[src/rtl/sda_pkg.sv]
// shared types, widths and defaults of the stochastic dendrite automaton
`default_nettype none
package sda_pkg;

    localparam int DEF_BOARD_WIDTH  = 128;
    localparam int DEF_BOARD_HEIGHT = 64;
    localparam int DEF_RANDOM_MAX   = 32767;

    localparam int CMD_W = 2;
    localparam int ROW_W = 6;
    localparam int COL_W = 7;
    localparam int RND_W = 15;
    localparam int NBR_W = 4;

    typedef enum logic [CMD_W-1:0] {
        CMD_WRITE = 2'd0,
        CMD_READ  = 2'd1,
        CMD_EVAL  = 2'd2,
        CMD_SNAP  = 2'd3
    } t_cmd;

    typedef enum logic [3:0] {
        ST_IDLE,
        ST_ROW,
        ST_COPY,
        ST_NB1,
        ST_NB2,
        ST_MUL1,
        ST_MUL2,
        ST_DEC,
        ST_DONE
    } t_state;

    typedef struct packed {
        logic nb_first;
        logic nb_mid;
        logic nb_last;
        logic mul_a;
        logic mul_b;
    } t_eval_ctrl;

endpackage
`default_nettype wire

[src/rtl/sda_eval.sv]
// neighbour count and growth decision for one interior cell
`default_nettype none
module sda_eval #(
    parameter int BOARD_WIDTH  = sda_pkg::DEF_BOARD_WIDTH,
    parameter int BOARD_HEIGHT = sda_pkg::DEF_BOARD_HEIGHT,
    parameter int RANDOM_MAX   = sda_pkg::DEF_RANDOM_MAX,
    localparam int COL_AW      = $clog2(BOARD_WIDTH)
) (
    input  wire logic                      i_clk,
    input  wire sda_pkg::t_eval_ctrl       i_ctrl,
    input  wire logic [BOARD_WIDTH-1:0]    i_snap_row,
    input  wire logic [COL_AW-1:0]         i_col,
    input  wire logic [sda_pkg::ROW_W-1:0] i_row,
    input  wire logic [sda_pkg::RND_W-1:0] i_rnd,
    input  wire logic                      i_cur,
    output logic                           o_next
);

    localparam int NBR_W     = sda_pkg::NBR_W;
    localparam int RND_W     = sda_pkg::RND_W;
    localparam int NR_W      = NBR_W + sda_pkg::ROW_W;
    localparam int LHS_SCALE = 8 * BOARD_HEIGHT;
    localparam int LHS_W     = RND_W + $clog2(LHS_SCALE + 1);
    localparam int RM_W      = $clog2(RANDOM_MAX + 1);
    localparam int RHS_W     = NR_W + RM_W;
    localparam int CMP_W     = (LHS_W > RHS_W) ? LHS_W : RHS_W;
    localparam int RW        = (RM_W > RND_W) ? RM_W : RND_W;

    logic [COL_AW-1:0] col_m;
    logic [COL_AW-1:0] col_p;
    logic [2:0]        win;
    logic [NBR_W-1:0]  sum3;
    logic [NBR_W-1:0]  sum2;
    logic [NBR_W-1:0]  r_cnt;
    logic [NR_W-1:0]   r_nr;
    logic [LHS_W-1:0]  r_lhs;
    logic [RHS_W-1:0]  r_rhs;
    logic              born;
    logic              dies;

    assign col_m = i_col - COL_AW'(1);
    assign col_p = i_col + COL_AW'(1);
    assign win   = {i_snap_row[col_p], i_snap_row[i_col], i_snap_row[col_m]};
    assign sum3  = NBR_W'(win[0]) + NBR_W'(win[1]) + NBR_W'(win[2]);
    // own cell is not a neighbour on the middle row
    assign sum2  = NBR_W'(win[0]) + NBR_W'(win[2]);

    always_ff @(posedge i_clk) begin
        if (i_ctrl.nb_first) begin
            r_cnt <= sum3;
        end else if (i_ctrl.nb_mid) begin
            r_cnt <= r_cnt + sum2;
        end else if (i_ctrl.nb_last) begin
            r_cnt <= r_cnt + sum3;
        end
        if (i_ctrl.mul_a) begin
            r_nr  <= NR_W'(r_cnt) * NR_W'(i_row);
            r_lhs <= LHS_W'(i_rnd) * LHS_W'(LHS_SCALE);
        end
        if (i_ctrl.mul_b) begin
            r_rhs <= RHS_W'(r_nr) * RHS_W'(RANDOM_MAX);
        end
    end

    // birth: rnd * 8 * height < n * row * random_max
    assign born   = CMP_W'(r_lhs) < CMP_W'(r_rhs);
    assign dies   = (r_cnt == '0) && (RW'(i_rnd) < RW'(RANDOM_MAX));
    assign o_next = i_cur ? !dies : born;

endmodule
`default_nettype wire

[config.mk]
export PLATFORM = sky130hd
export DESIGN_NAME = sda_eval
export DESIGN_NICKNAME = d
export VERILOG_FILES = /design/src/rtl/sda_pkg.sv /design/src/rtl/sda_eval.sv
export SDC_FILE = /design/constraint.sdc
export NUM_CORES = 1
export LEC_CHECK = 0
export BUFFER_PORTS_ARGS = -buffer_cell sky130_fd_sc_hd__buf_4
export CAP_MARGIN = 10
export CORE_ASPECT_RATIO = 0.7
export CORE_MARGIN = 10
export CORE_UTILIZATION = 45
export CTS_CLUSTER_SIZE = 16
export DETAILED_ROUTE_END_ITERATION = 16
export PLACE_DENSITY = 0.77
export SETUP_SLACK_MARGIN = 0.2
export SYNTH_ARGS = -nofsm -noshare
export SYNTH_HDL_FRONTEND = slang
export SYNTH_SLANG_ARGS = --single-unit
[constraint.sdc]
create_clock -name i_clk -period 8.6 [get_ports i_clk]
set_clock_uncertainty 0.05 [all_clocks]
set_input_delay 0.43 -clock i_clk [delete_from_list [all_inputs] [get_ports i_clk]]
set_output_delay 0.43 -clock i_clk [all_outputs]
set_load 0.005 [all_outputs]
==> run_results.csv <==
group,metric,value,unit
final_layout,register_area,1622,um2
timing,setup-violations-final,0,
setup_path,r2r_start,"r_nr[7]$_DFFE_PP_",
setup_path,path_class,"reg2reg",
timing,setup_tns,0,ps
timing,min_period_over_period,0.6728,
cts,cts_hold_buf,0,
placed_design,gp_congestion,0.9310,
grt,grt_use_met1,0.2466,
placed_design,portBuffers,163,
cts,clock-sinks,54,
job,max_cap_viol_count,0,
grt,antenna_found_initial,0,
synth,ys.flop_type,"edfxtp_1",
timing,period_needed,5786,ps
placed_design,post-dp-hpwl,19560,um
floorplanning,ios,164,
drt,drc,0,
setup_path,crit_fanout,7,
grt,busiest_layer,"met2",
setup_path,startpoint_type,"flop",
synth,synthCells,799,
final_layout,multi_input_area,7039,um2
final_layout,final_common_cell,"buf_4",
cts,cts.clk_slew.worst_paths,70,ps
synth,synth-edff-count,54,
final_layout,design_area,10830,um2
min_path,holdCritPathClass,"in2reg",
synth,synth_cell_type_count,54,
timing,hold_viol_final,0,
setup_path,cp-end-kind,"flop",
grt,grt_max_degree,68,
setup_path,cp.arrival,5790,ps
setup_path,cp.required,8600,ps
cts,cts_root_buf,"clkbuf_16",
cts,cts_buffer_depth,2,
drt,vias_per_cell,5.863,
grt,grt.met3_usage,0.05258,
final_layout,area_growth,16.59,%
timing,relSlewSlack,0.2696,
floorplanning,core_area,20070,um2
timing,whs,263.3,ps
floorplanning,rows,43,
grt,grtUsageTotal,0.1745,
drt,ant_nets,0,
setup_path,reg2reg_to,"r_rhs[18]$_DFFE_PP_",
final_layout,final_net_count,1250,
drt,routedWlPerCell,19.51,um
cts,cts_tree,"done",
timing,tightest_slew,1092,ps
final_layout,fillCellCount,1730,
synth,ys_ff_latch,54,
floorplanning,dieHeight,140.2,um
cts,ctsResizeCount,0,
setup_path,r2r_slack,2810,ps
timing,setup_slack,2814,ps
synth,synth_area,9291,um2
setup_path,crit_end,"r_rhs[18]$_DFFE_PP_",
placed_design,placed_area,10670,um2
placed_design,place_ws,2856,ps
run_status,outcome,"completed",
final_layout,mostFrequentLayoutCells,"171 x buf_4, 108 x mux4_2, 102 x inv_1",
cts,clk_latency,290,ps
floorplanning,die_area,26890,um2
grt,grt_pass1_vias,7337,
drt,drt_wl_total,23590,um
timing,slew_viol_final,0,
final_layout,antenna_cells,0,
grt,grt_first_pass_wirelength,38270,um
final_layout,layout-drive-gt1-share,0.3184,
setup_path,reg2reg_depth,14,
drt,vias,7088,
setup_path,cp-startpoint,"r_nr[7]$_DFFE_PP_",
synth,seq_area_frac_synth,0.1745,
cts,htreeDepth,2,
cts,post_cts_buffers,0,
floorplanning,die_x,191.7,um
synth,async_flop_share,0,
timing,fmax,172.8,MHz
drt,drt_pre_antenna_iters,5,
grt,met2_usage,0.2615,
synth,yosys_warnings,0,
floorplanning,start_util,0.4630,
grt,grt-ovfl-total,0,
synth,synth_nets,1111,
cts,numCtsBuffers,5,
drt,drtIter0Drc,528,
synth,avgSynthCellArea,11.63,um2
timing,rsz0062_at_grt,"false",
==> stage by stage <==
stage               cells    util
finish               1209  0.5398
global route         1209  0.5398
CTS                  1209  0.5398
detailed placement   1201  0.5315
global placement     1201  0.5315
floorplan             799       -
==> synthesized netlist by cell type (all sizes together), types with 7 or more instances <==
library cell,instances,area share
mux4,110,0.27
inv,102,0.041
ha,94,0.13
fa,55,0.12
edfxtp,54,0.17
nor2,34,0.014
mux2i,33,0.036
a21oi,32,0.017
nand2,31,0.013
buf,29,0.023
xnor2,19,0.018
o21ai,18,0.0097
and2,17,0.011
xor2,17,0.017
nor3,16,0.0086
nand3,13,0.0070
a21o,12,0.0097
a211oi,10,0.0081
clkbuf,10,0.0040
nand2b,10,0.0067
nor2b,9,0.0061
mux2,8,0.0097
o21bai,7,0.0057
==> worst min path at each step <==
| stage | from | to | cells after the start |
|---|---|---|---|
| global route | i_rnd[14] | r_lhs[23]$_DFFE_PP_ | 1 |
| finish | i_rnd[14] | r_lhs[23]$_DFFE_PP_ | 1 |
| CTS | i_rnd[7] | r_lhs[16]$_DFFE_PP_ | 1 |
| floorplan | i_rnd[1] | r_lhs[10]$_DFFE_PP_ | 0 |
| detailed placement | i_rnd[5] | r_lhs[14]$_DFFE_PP_ | 1 |
| global placement | i_rnd[4] | r_lhs[13]$_DFFE_PP_ | 1 |
==> state kept, by name (all words and copies together) (netlist names) <==
name / cells
r_lhs: 15
r_cnt: 4
r_nr: 10
r_rhs: 25
==> layout make-up <==
type,count,area share
clock buffers,5,0.01155
multi-input cells,604,0.6498
inverters,102,0.03534
well taps,270,0.03119
clock inverters,3,0.003927
repair buffers,171,0.1185
flip-flops and latches,54,0.1497
==> per-layer routing <==
metal | wire [um] | vias to the layer above
met5 | 0 | -
met2 | 10420 | 311
met3 | 2364 | 21
met4 | 294 | 0
met1 | 10520 | 3459
li1 | - | 3297
==> kinds of logic (layout without fill, tap and decap cells) <==
group	Yosys count	in the layout	share of synthesized area
fa+ha+maj	149	149	0.2451
simple gates	162	162	0.09103
mux	151	151	0.3127
flops	54	54	0.1745
xor+xnor	36	36	0.03474
buf+inv	141	281	0.06814
compound gates	106	106	0.07380
==> critical path, stage by stage, from the launching register on <==
cell,delay [ps]
edfxtp_1,480
fa_1,690
inv_1,150
fa_1,540
fa_1,620
inv_1,80
fa_1,680
fa_1,460
ha_1,430
nand4_1,120
nor3_1,200
a21oi_1,160
o31ai_1,510
nor4b_1,130
a211o_1,240
Power is left out: the tool's default activity adds up to more than one toggle a clock period on the data nets, which glitch-free logic cannot reach.
